## src/hw/rtl/dts_pkg.sv

```systemverilog
// Shared types and constants for the DMA transfer splitter.
package dts_pkg;

    localparam int NUM_BUFFERS  = 4;
    localparam int BUFFER_BYTES = 4096;
    localparam int WAIT_DEPTH   = 8;
    localparam int BW           = 2;   // buffer index width
    localparam int WW           = 3;   // wait queue index width

    localparam logic [1:0] MODE_START = 2'd0;
    localparam logic [1:0] MODE_RESP  = 2'd1;
    localparam logic [1:0] MODE_ABORT = 2'd2;

    localparam logic [2:0] K_REQ     = 3'd0;
    localparam logic [2:0] K_DONE    = 3'd1;
    localparam logic [2:0] K_DELAY   = 3'd2;
    localparam logic [2:0] K_ABWAIT  = 3'd3;
    localparam logic [2:0] K_NOABORT = 3'd4;
    localparam logic [2:0] K_QFULL   = 3'd5;

    localparam logic [0:0] CFG_BLOCK = 1'd0;
    localparam logic [0:0] CFG_SLOTS = 1'd1;

    // one accepted word handed from front to back
    typedef struct packed {
        logic [1:0]  mode;
        logic [47:0] address;
        logic [12:0] length;
        logic        is_write;
        logic        is_remote;
        logic [1:0]  buffer_id;
    } t_cmd;

endpackage

```

## src/hw/rtl/dts_cmd_queue.sv

```systemverilog
// Short command queue between the front and the back part.
module dts_cmd_queue (
    input  logic            i_clk,
    input  logic            i_rst_n,
    input  logic            i_push,
    input  dts_pkg::t_cmd   i_cmd,
    input  logic            i_pop,
    output logic            o_valid,
    output logic            o_full,
    output dts_pkg::t_cmd   o_cmd
);
    import dts_pkg::*;

    t_cmd       r_mem [2];
    logic       r_wp, r_rp;
    logic [1:0] r_cnt;

    assign o_valid = (r_cnt != 2'd0);
    assign o_full  = (r_cnt == 2'd2);
    assign o_cmd   = r_mem[r_rp];

    // store incoming words
    always_ff @(posedge i_clk) begin
        if (i_push) r_mem[r_wp] <= i_cmd;
    end

    // advance pointers
    always_ff @(posedge i_clk) begin
        if (!i_rst_n) begin
            r_wp <= 1'b0; r_rp <= 1'b0; r_cnt <= 2'd0;
        end else begin
            if (i_push) r_wp <= ~r_wp;
            if (i_pop)  r_rp <= ~r_rp;
            r_cnt <= r_cnt + {1'b0, i_push} - {1'b0, i_pop};
        end
    end

    a_no_overflow: assert property (@(posedge i_clk) disable iff (!i_rst_n)
        o_full |-> !i_push) else $error("queue overflow");
    a_no_underflow: assert property (@(posedge i_clk) disable iff (!i_rst_n)
        i_pop |-> o_valid) else $error("queue underflow");
    a_count: assert property (@(posedge i_clk) disable iff (!i_rst_n)
        r_cnt != 2'd3) else $error("bad count");
endmodule

```

## src/hw/rtl/dts_engine.sv

```systemverilog
// Back part: buffer table, wait queue and request issue sequencer.
module dts_engine (
    input  logic            i_clk,
    input  logic            i_rst_n,
    input  logic            i_valid,
    input  dts_pkg::t_cmd   i_cmd,
    input  logic [3:0]      i_log2,
    input  logic [4:0]      i_slots,
    output logic            o_pop,
    output logic            o_strobe,
    output logic [2:0]      o_kind,
    output logic [1:0]      o_out_buffer,
    output logic [47:0]     o_req_address,
    output logic [12:0]     o_req_size,
    output logic [11:0]     o_buf_offset,
    output logic            o_req_write,
    output logic            o_status,
    output logic            o_last
);
    import dts_pkg::*;

    typedef enum logic [1:0] {S_IDLE, S_ISSUE, S_FINISH} t_state;

    t_state      r_state;
    logic [NUM_BUFFERS-1:0] r_busy;
    logic [47:0] r_addr  [NUM_BUFFERS];
    logic [12:0] r_rem   [NUM_BUFFERS];
    logic [4:0]  r_cred  [NUM_BUFFERS];
    logic [11:0] r_fill  [NUM_BUFFERS];
    logic [2:0]  r_flags [NUM_BUFFERS];
    logic [62:0] r_wq    [WAIT_DEPTH];
    logic [3:0]  r_wcnt;
    logic [WW-1:0] r_whead;
    logic [BW-1:0] r_cur;

    // effective register values
    logic [3:0] eff_log2;
    logic [4:0] eff_slots;
    always_comb begin
        eff_log2  = (i_log2 < 4'd3) ? 4'd3 : ((i_log2 > 4'd12) ? 4'd12 : i_log2);
        eff_slots = (i_slots == 5'd0) ? 5'd1 : ((i_slots > 5'd16) ? 5'd16 : i_slots);
    end

    // find lowest free buffer and first local busy buffer
    logic          free_hit, loc_hit;
    logic [BW-1:0] free_b, loc_b;
    always_comb begin
        free_hit = 1'b0; free_b = '0; loc_hit = 1'b0; loc_b = '0;
        for (int i = NUM_BUFFERS-1; i >= 0; i--) begin
            if (!r_busy[i]) begin free_hit = 1'b1; free_b = BW'(i); end
            if (r_busy[i] && !r_flags[i][1]) begin loc_hit = 1'b1; loc_b = BW'(i); end
        end
    end

    // request size for the current buffer
    logic [12:0] room, rsize;
    logic [12:0] bmask;
    always_comb begin
        bmask = 13'((13'd1 << eff_log2) - 13'd1);
        room  = 13'((13'd1 << eff_log2) - {1'b0, r_addr[r_cur][11:0] & bmask[11:0]});
        rsize = (r_rem[r_cur] < room) ? r_rem[r_cur] : room;
    end

    logic [12:0] c_len;
    logic [2:0]  c_flags;
    logic        can_issue, fin_now;
    always_comb begin
        c_len = (i_cmd.length > 13'(BUFFER_BYTES)) ? 13'(BUFFER_BYTES) : i_cmd.length;
        can_issue = (r_cred[r_cur] != 5'd0) && (r_rem[r_cur] != 13'd0);
        fin_now = (r_cred[r_cur] >= eff_slots) &&
                  (r_flags[r_cur][2] || r_rem[r_cur] == 13'd0);
    end

    assign o_pop = (r_state == S_IDLE) && i_valid;

    always_ff @(posedge i_clk) begin
        if (!i_rst_n) begin
            r_state <= S_IDLE; r_busy <= '0; r_wcnt <= '0; r_whead <= '0;
            o_strobe <= 1'b0;
        end else begin
            o_strobe <= 1'b0;
            o_kind <= K_REQ; o_out_buffer <= '0; o_req_address <= '0;
            o_req_size <= '0; o_buf_offset <= '0; o_req_write <= 1'b0;
            o_status <= 1'b0; o_last <= 1'b0;
            unique case (r_state)
                // classify one word
                S_IDLE: begin
                    if (i_valid) begin
                        unique case (i_cmd.mode)
                            MODE_START: begin
                                if (c_len == 13'd0) begin
                                    o_strobe <= 1'b1; o_kind <= K_DONE; o_last <= 1'b1;
                                    o_out_buffer <= free_b;
                                end else if (free_hit) begin
                                    r_busy[free_b] <= 1'b1;
                                    r_addr[free_b] <= i_cmd.address;
                                    r_rem[free_b]  <= c_len;
                                    r_cred[free_b] <= eff_slots;
                                    r_fill[free_b] <= '0;
                                    r_flags[free_b] <= {1'b0, i_cmd.is_remote, i_cmd.is_write};
                                    r_cur <= free_b; r_state <= S_ISSUE;
                                end else if (r_wcnt < 4'(WAIT_DEPTH)) begin
                                    r_wq[WW'(r_whead + r_wcnt[WW-1:0])] <=
                                        {i_cmd.is_remote, i_cmd.is_write, c_len, i_cmd.address};
                                    r_wcnt <= r_wcnt + 4'd1;
                                    o_strobe <= 1'b1; o_kind <= K_DELAY; o_last <= 1'b1;
                                end else begin
                                    o_strobe <= 1'b1; o_kind <= K_QFULL; o_last <= 1'b1;
                                end
                            end
                            MODE_RESP: begin
                                if (r_busy[i_cmd.buffer_id]) begin
                                    if (r_cred[i_cmd.buffer_id] < eff_slots)
                                        r_cred[i_cmd.buffer_id] <= r_cred[i_cmd.buffer_id] + 5'd1;
                                    r_cur <= i_cmd.buffer_id; r_state <= S_FINISH;
                                end
                            end
                            MODE_ABORT: begin
                                if (!loc_hit) begin
                                    o_strobe <= 1'b1; o_kind <= K_NOABORT; o_last <= 1'b1;
                                end else begin
                                    r_flags[loc_b][2] <= 1'b1;
                                    if (r_cred[loc_b] < eff_slots) begin
                                        o_strobe <= 1'b1; o_kind <= K_ABWAIT;
                                        o_out_buffer <= loc_b; o_last <= 1'b1;
                                    end else begin
                                        r_rem[loc_b] <= '0;
                                        r_cur <= loc_b; r_state <= S_FINISH;
                                    end
                                end
                            end
                            default: ;
                        endcase
                    end
                end
                // decide finish, issue or return to idle for the current buffer
                S_FINISH: begin
                    if (fin_now) begin
                        o_strobe <= 1'b1; o_kind <= K_DONE; o_out_buffer <= r_cur;
                        o_status <= r_flags[r_cur][2];
                        if (r_wcnt != 4'd0) begin
                            r_addr[r_cur] <= r_wq[r_whead][47:0];
                            r_rem[r_cur]  <= r_wq[r_whead][60:48];
                            r_cred[r_cur] <= eff_slots;
                            r_fill[r_cur] <= '0;
                            r_flags[r_cur] <= {1'b0, r_wq[r_whead][62:61]};
                            r_whead <= r_whead + WW'(1);
                            r_wcnt <= r_wcnt - 4'd1;
                            r_state <= S_ISSUE;
                        end else begin
                            r_busy[r_cur] <= 1'b0; o_last <= 1'b1; r_state <= S_IDLE;
                        end
                    end else if (!r_flags[r_cur][2] && r_rem[r_cur] != 13'd0) begin
                        r_state <= S_ISSUE;
                    end else begin
                        r_state <= S_IDLE;
                    end
                end
                // issue one request a cycle while credits and remaining bytes last
                S_ISSUE: begin
                    if (can_issue) begin
                        o_strobe <= 1'b1; o_kind <= K_REQ; o_out_buffer <= r_cur;
                        o_req_address <= r_addr[r_cur]; o_req_size <= rsize;
                        o_buf_offset <= r_fill[r_cur]; o_req_write <= r_flags[r_cur][0];
                        r_fill[r_cur] <= r_fill[r_cur] + rsize[11:0];
                        r_addr[r_cur] <= r_addr[r_cur] + 48'(rsize);
                        r_rem[r_cur]  <= r_rem[r_cur] - rsize;
                        r_cred[r_cur] <= r_cred[r_cur] - 5'd1;
                        if (r_cred[r_cur] == 5'd1 || r_rem[r_cur] == rsize) begin
                            o_last <= 1'b1; r_state <= S_IDLE;
                        end
                    end else begin
                        r_state <= S_IDLE;
                    end
                end
                default: r_state <= S_IDLE;
            endcase
        end
    end

    a_wcnt: assert property (@(posedge i_clk) disable iff (!i_rst_n)
        r_wcnt <= 4'(WAIT_DEPTH)) else $error("wait queue overrun");
    a_pop_idle: assert property (@(posedge i_clk) disable iff (!i_rst_n)
        o_pop |-> r_state == S_IDLE) else $error("pop outside idle");
    a_issue_busy: assert property (@(posedge i_clk) disable iff (!i_rst_n)
        r_state == S_ISSUE |-> r_busy[r_cur]) else $error("issue on free buffer");
endmodule

```

## src/hw/rtl/dma_transfer_splitter_credits_unit.sv

```systemverilog
// Top level of the DMA transfer splitter with request credits.
// Usage: raise start with a word on the i_ payload ports; it is taken at a rising
// edge at which busy is low. busy is high while the two-entry command queue is
// full. The engine pulls one word at a time from the queue. Results are on the
// o_ ports for one cycle each, marked by o_strobe, with o_last on the final
// result of each word; the receiver cannot stall, so no result is held back.
// Steps, with the engine idle: an accepted word is registered in the command
// queue; the engine answers directly from S_IDLE for a delayed, queue full,
// abort waiting, nothing to abort or zero length done result; a start goes on
// to S_ISSUE for its first request; a finishing response or abort gives its
// done from S_FINISH, and a response that only issues more goes on from
// S_FINISH to S_ISSUE. The engine classifies each word in S_IDLE and takes no
// new word from the queue until it is back there; requests come from S_ISSUE,
// and the results of one word follow back to back.
// Configuration: i_cfg_we writes register i_cfg_index (0 block size log2,
// 1 request slots) at once. Reset (synchronous, low) frees all buffers and
// empties both queues; registers go to 6 and 4.
module dma_transfer_splitter_credits_unit (
    input  logic        i_clk,
    input  logic        i_rst_n,
    input  logic        start,
    output logic        busy,
    input  logic [1:0]  i_mode,
    input  logic [47:0] i_address,
    input  logic [12:0] i_length,
    input  logic        i_is_write,
    input  logic        i_is_remote,
    input  logic [1:0]  i_buffer_id,
    input  logic        i_cfg_we,
    input  logic [0:0]  i_cfg_index,
    input  logic [4:0]  i_cfg_data,
    output logic        o_strobe,
    output logic [2:0]  o_kind,
    output logic [1:0]  o_out_buffer,
    output logic [47:0] o_req_address,
    output logic [12:0] o_req_size,
    output logic [11:0] o_buf_offset,
    output logic        o_req_write,
    output logic        o_status,
    output logic        o_last
);
    import dts_pkg::*;

    logic [3:0] r_log2;
    logic [4:0] r_slots;
    t_cmd       cmd_in, cmd_q;
    logic       q_valid, q_full, q_pop, push;

    // hold configuration registers
    always_ff @(posedge i_clk) begin
        if (!i_rst_n) begin
            r_log2 <= 4'd6; r_slots <= 5'd4;
        end else if (i_cfg_we) begin
            unique case (i_cfg_index)
                CFG_BLOCK: r_log2  <= i_cfg_data[3:0];
                CFG_SLOTS: r_slots <= i_cfg_data;
                default: ;
            endcase
        end
    end

    assign busy = q_full;
    assign push = start && !busy;
    assign cmd_in = '{mode: i_mode, address: i_address, length: i_length,
                      is_write: i_is_write, is_remote: i_is_remote,
                      buffer_id: i_buffer_id};

    dts_cmd_queue u_queue (
        .i_clk(i_clk), .i_rst_n(i_rst_n), .i_push(push), .i_cmd(cmd_in),
        .i_pop(q_pop), .o_valid(q_valid), .o_full(q_full), .o_cmd(cmd_q)
    );

    dts_engine u_engine (
        .i_clk(i_clk), .i_rst_n(i_rst_n), .i_valid(q_valid), .i_cmd(cmd_q),
        .i_log2(r_log2), .i_slots(r_slots), .o_pop(q_pop),
        .o_strobe(o_strobe), .o_kind(o_kind), .o_out_buffer(o_out_buffer),
        .o_req_address(o_req_address), .o_req_size(o_req_size),
        .o_buf_offset(o_buf_offset), .o_req_write(o_req_write),
        .o_status(o_status), .o_last(o_last)
    );
endmodule
```

## config.mk

```make
export PLATFORM = sky130hd
export DESIGN_NAME = dma_transfer_splitter_credits_unit
export DESIGN_NICKNAME = d
export VERILOG_FILES = /design/src/hw/rtl/dts_pkg.sv /design/src/hw/rtl/dts_cmd_queue.sv /design/src/hw/rtl/dts_engine.sv /design/src/hw/rtl/dma_transfer_splitter_credits_unit.sv
export SDC_FILE = /design/constraint.sdc
export NUM_CORES = 1
export LEC_CHECK = 0
export BUFFER_PORTS_ARGS = -buffer_cell sky130_fd_sc_hd__buf_2
export CAP_MARGIN = 20
export CORE_MARGIN = 1
export CORE_UTILIZATION = 60
export CTS_CLUSTER_SIZE = 40
export DETAILED_ROUTE_END_ITERATION = 10
export PLACE_DENSITY = 0.79
export SYNTH_ARGS = -nofsm -noshare
export SYNTH_HDL_FRONTEND = slang
export SYNTH_SLANG_ARGS = --single-unit
```

## constraint.sdc

```tcl
create_clock -name i_clk -period 11.9 [get_ports i_clk]
set_clock_uncertainty 0.15 [all_clocks]
set_input_delay 2.38 -clock i_clk [delete_from_list [all_inputs] [get_ports i_clk]]
set_output_delay 2.38 -clock i_clk [all_outputs]
set_load 0.01 [all_outputs]
```

### Yosys cells after proc, flatten, opt, wreduce, memory -nomap -nowiden

Memories as Yosys holds them, arrays and structs flattened. A register that Yosys moved wholly into a read port is not among the register bits.
Cells that the tools add are included.

| word-level totals | value |
|---|---|
| bits in writable memories | 962 |
| register bits | 110 |
| memories kept | 7 |
| input port bits | 77 |
| word-level logic and storage cells | 315 |

Memory list:

| memory | words | bits a word | rd ports | clocked after memory_dff | wr ports | line | RTL |
|---|---|---|---|---|---|---|---|
| u_engine.r_wq | 8 | 63 | 1 | 1 | 1 | dts_engine.sv:31 | `logic [62:0] r_wq [WAIT_DEPTH];` |
| u_engine.r_addr | 4 | 48 | 1 | 1 | 1 | dts_engine.sv:26 | `logic [47:0] r_addr [NUM_BUFFERS];` |
| u_queue.r_mem | 2 | 67 | 1 | 1 | 1 | dts_cmd_queue.sv:14 | `t_cmd r_mem [2];` |
| u_engine.r_rem | 4 | 13 | 1 | 1 | 1 | dts_engine.sv:27 | `logic [12:0] r_rem [NUM_BUFFERS];` |
| u_engine.r_fill | 4 | 12 | 1 | 1 | 1 | dts_engine.sv:29 | `logic [11:0] r_fill [NUM_BUFFERS];` |
| u_engine.r_cred | 4 | 5 | 3 | 1 | 1 | dts_engine.sv:28 | `logic [4:0] r_cred [NUM_BUFFERS];` |
| +1 memories | -- | -- | -- | -- | -- | -- |  |

| operators by class | value |
|---|---|
| order comparisons | 14 |
| bitwise operators | 11 |
| eq/ne operators | 28 |
| reduce and logical (&&, ||, !) cells | 47 |
| shifts and indexed selects | 1 |
| $add $sub $neg | 13 |
| mux-type cells | 175 |

Operator list:

| cell | number |
|---|---|
| 48-bit two-way mux | 2 |
| 2-bit two-way mux | 44 |
| 1-bit two-way mux | 78 |
| 13-bit two-way mux | 5 |
| 4-bit two-way mux | 15 |
| 48-bit by 13-bit adder with 48-bit output | 1 |
| 48-bit OR reduction | 1 |
| 3-bit two-way mux | 9 |
| 13-bit zero test | 2 |
| 13-bit OR reduction | 2 |
| 5-bit two-way mux | 5 |
| 12-bit two-way mux | 2 |
| 2-bit one-hot mux with 3 select lines | 4 |
| 4-bit one-hot mux with 2 select lines | 2 |
| 8-bit AND reduction | 2 |
| 2-bit by 1-bit inequality test with 1-bit output (second input constant) | 7 |
| 2-bit inequality test (second input constant) | 7 |
| 13-bit == test | 1 |
| 13-bit > comparator (second input constant) | 1 |
| 13-bit less-than comparator | 1 |
| 13-bit nonzero test | 1 |
| 1-bit by 4-bit left shift with 13-bit output (first input constant) | 1 |
| 13-bit by 12-bit subtractor with 13-bit output | 1 |
| 13-bit subtractor | 1 |
| 52 further kinds | 94 |

### Longest topological paths before layout

An unclocked memory read counts as a cell.

| depth | value |
|---|---|
| word-level depth | 19 |
| mapped depth | 39 |
| gate-level depth less buffers | 29 |

### By module

Synthesis repeated with hierarchy kept, for this count alone.

| unflattened totals | value |
|---|---|
| cells, all modules | 2,641 |
| area, all modules | 46,299.4 µm² |

Modules (own cells, without submodules):

| module | area each (µm²) | cells each | seq. area each (µm²) | times used |
|---|---|---|---|---|
| dts_engine | 40,751.6 | 2,373 | 27,736.6 | 1 |
| dts_cmd_queue | 5,175.0 | 229 | 4,124.0 | 1 |
| dma_transfer_splitter_credits_unit | 372.9 | 39 | 180.2 | 1 |

### Least setup slack after synthesis

No wires, ideal clock.

| timing path | value |
|---|---|
| path kind | register to register |
| start point | register with a tool-made name |
| end point | memory u_engine.r_addr[2][0], enable pin |
| stages on the path, launching flop included | 19 |
| required time | 11,189 ps |
| path buffers | 8 |
| arrival time | 8,009 ps |
| clock period less this slack | 8,720 ps |
| library setup time | 561 ps |
| path slack | 3,180 ps |
| path through | dfxtp_1 buf_6 buf_12 buf_8 buf_12 buf_12 buf_6 buf_2 mux4_2 inv_1 ha_1 nand2b_1 a21o_1 a21o_1 a211oi_1 nor4_2 o21ai_1 clkbuf_1 o21ai_0 |

RTL lines:

| what | line |
|---|---|
| end, declared | dts_engine.sv:26 |

==> results.sh <==
export IMPL_status="finished clean"
export IMPL_cts_repair_resized=0
export IMPL_rows=101
export IMPL_clk_path_buf_depth=3
export IMPL_nets=3075
export IMPL_synthFlopType="edfxtp_1"
export IMPL_antenna_found_initial=2
export IMPL_yosysWarningCount=0
export IMPL_timing_rr_end="u_engine.r_addr[3][42]"
export IMPL_p_leak_uw=0.0172
export IMPL_grt_max_degree=101
export IMPL_fillers=4795
export IMPL_crit_type="reg -> reg"
export IMPL_ys_ff_latch=1078
export IMPL_finalMaxSlewViolations=0
export IMPL_clk_pin_slew_ns=0.06
export IMPL_clock_sinks=1078
export IMPL_hold_viol=0
export IMPL_rsz0062_at_grt="no"
export IMPL_worst_path_most_repeated_cell="mux2i_1"
export IMPL_place_ws_ns=3.72
export IMPL_crit_required_ns=12.20
export IMPL_ff2ff_setup_slack_ns=3.71
export IMPL_fin_setup_tns_ns=0
export IMPL_cpPeakStageDelay_ns=0.70
export IMPL_period_share_pct=68.8
export IMPL_gr_max_usage_layer="met2"
export IMPL_dieWidth_um=280
export IMPL_wl_um=115000
export IMPL_hp_class="reg -> reg"
export IMPL_cts_htree_levels=3
export IMPL_maxCapViolCount=0
export IMPL_vias=26800
export IMPL_grt_ovfl_total=0
export IMPL_syn_area_um2=46400
export IMPL_layout_setup_ws_ns=3.71
export IMPL_root_buffer="clkbuf_16"
export IMPL_ys_seq_area_share_pct=69.0
export IMPL_insertion_delay_ns=0.68
export IMPL_worstPathArrival_ns=8.50
export IMPL_peakVddDrop_v=0.000129
export IMPL_power_uw=11800
export IMPL_drive_gt1_share_pct=23.8
export IMPL_cts_tree="yes"
export IMPL_setup_worst_path_start_class="register"
export IMPL_die_area_um2=78500
export IMPL_crit_fanout=25
export IMPL_cts_buffers=106
export IMPL_drc=0
export IMPL_synthArstFlopShare_pct=0
export IMPL_fmax_ghz=0.122
export IMPL_die_y_um=280
export IMPL_grtUsageTotal_pct=29.6
export IMPL_grtUsageMet2_pct=45.7
export IMPL_worst_slew_pin_transition_ns=1.08
export IMPL_wl_per_cell_um=28.6
export IMPL_ys_types=91
export IMPL_critPathBufInv=4
export IMPL_final_setup_viol_count=0
export IMPL_grt_pass1_wl_um=169000
export IMPL_final_cell_mix="edfxtp_1, mux4_2, nor2_1"
export IMPL_avgSynthCellArea_um2=17.1
export IMPL_reg2reg_depth=25
export IMPL_holdBufCountCts=0
export IMPL_met3_usage_pct=6.14
export IMPL_use_met1_pct=42.7
export IMPL_first_global_vias=26500
export IMPL_postCtsSetupBuffers=0
export IMPL_min_from="u_engine.r_whead[1]"
export IMPL_syn_instance_count=2718
export IMPL_drt_initial_drc_count=3660
export IMPL_drt_first_pass_iters=6
export IMPL_placed_area_um2=48400
export IMPL_area_delta_synth_final_pct=11.8
export IMPL_io_pins=160
export IMPL_final_common_cell="edfxtp_1"
export IMPL_start_util_pct=60.9
export IMPL_cp_top_family="compound AO/OA/AOI/OAI gates"
export IMPL_n_antenna_cell=0
export IMPL_core_area_um2=76200
export IMPL_ant_nets=0
export IMPL_max_slew_margin_pct=27.3
export IMPL_worstHoldPathCells=2
export IMPL_dp_hpwl_um=72000
export IMPL_vias_per_cell=6.66
export IMPL_worst_path_max_delay_cell="mux4_2"
export IMPL_io_buffers=159
export IMPL_gp_congestion=0.956
export IMPL_period_minus_slack_ns=8.19
export IMPL_stdcell_area_um2=51900
export IMPL_powerDensity_nw_per_um2=227
export IMPL_end_kind="register"
export IMPL_synth_edf_count=1045
[registers in the layout, indices dropped and copies added, names as in the netlist, 3 cells and up, named ones only]
register and count:
u_engine.r_cred 20, u_engine.r_flags 12, u_engine.o_buf_offset 12, r_log2 4, u_engine.o_req_address 48, u_engine.r_wcnt 4
u_queue.r_mem 134, u_engine.o_kind 3, u_engine.r_wq 504, u_engine.r_whead 3, u_engine.r_fill 48, u_engine.r_addr 192
u_engine.o_req_size 13, r_slots 5, u_engine.r_rem 52, u_engine.r_busy 4
[how the worst max path moves through the flow]
stage                        start                      to  slack [ns]  depth (start not counted)
after detailed placement  register  u_engine.r_addr[3][44]        3.72                         25
after global placement    register  u_engine.r_addr[0][47]        3.92                         23
final                     register  u_engine.r_addr[3][42]        3.71                         25
after floorplan           register   u_engine.r_addr[2][0]        3.18                         18
after CTS                 register  u_engine.r_addr[3][42]        3.70                         25
after global routing      register  u_engine.r_addr[1][45]        3.20                         28
[logic make-up (layout without fill, tap and decap cells)]
logic type | count (synthesis) | in the layout | synth area share, %
flops | 1078 | 1078 | 69.0
compound gates | 347 | 347 | 5.25
buf+inv | 200 | 480 | 1.99
other cells | 1 | 2 | 0.00808
fa+ha+maj | 86 | 86 | 2.40
mux | 376 | 376 | 14.0
xor+xnor | 84 | 84 | 1.59
simple gates | 546 | 546 | 5.72
[final cells by class]
cell class	count	area, um^2	area share (%)
Tap cell	1030	1290	2.48
Sequential cell	1078	32100	61.8
Clock buffer	133	2820	5.43
Clock inverter	61	602	1.16
Inverter	78	293	0.564
Multi-Input combinational cell	1441	13600	26.2
Timing Repair Buffer	208	1200	2.31
[power breakdown]
part	total (uW)	internal, uW	switching [uW]
Clock	3290	1890	1400
Sequential	4850	4730	117
Combinational	3610	1230	2390
[cell usage after synthesis, drive strengths merged (5+ instances only)]
cell type	instances	area share (%)
edfxtp	1045	68
mux4	210	10
nor2	206	1.7
a21oi	103	1.1
mux2i	97	2.1
nand2	94	0.76
ha	80	2.2
inv	76	0.61
clkbuf	72	0.58
mux2	69	1.7
and2	64	0.87
xnor2	59	1.1
buf	50	0.77
o21ai	50	0.54
dfxtp	33	1.4
nand3	33	0.36
nor3	32	0.36
o22ai	26	0.35
a211oi	25	0.43
xor2	25	0.47
nor2b	17	0.23
a221oi	16	0.46
and3	16	0.22
a21o	15	0.24
nand2b	14	0.19
nand4	14	0.19
nor4	14	0.20
a31oi	12	0.18
o211ai	12	0.19
or3	12	0.16
o21a	9	0.15
a2111oi	8	0.21
or2	8	0.11
o31ai	7	0.11
o2111ai	6	0.13
o21bai	6	0.097
fa	5	0.22
o221a	5	0.12
[per-stage QoR]
step | instances | hold slack (ns) | utilization [%]
2_1_floorplan | 2719 | 0.287 | -
3_3_place_gp | 3834 | 0.349 | 63.5
3_5_place_dp | 3834 | 0.371 | 63.5
4_1_cts | 4028 | 0.376 | 68.0
5_1_grt | 4029 | 0.400 | 68.1
6_report | 4029 | 0.377 | 68.1
[layer usage]
metal,wire (um),vias to the layer above
met5,0,-
met2,53900,1750
met4,3130,0
met1,45500,13600
met3,12500,217
li1,-,11200
[worst min-delay path, stage by stage (launching register included)]
cell     delay, ns
dfxtp_1       0.34
nand2_1       0.07
a21oi_1       0.07
Power figures use the tool's default switching activity.
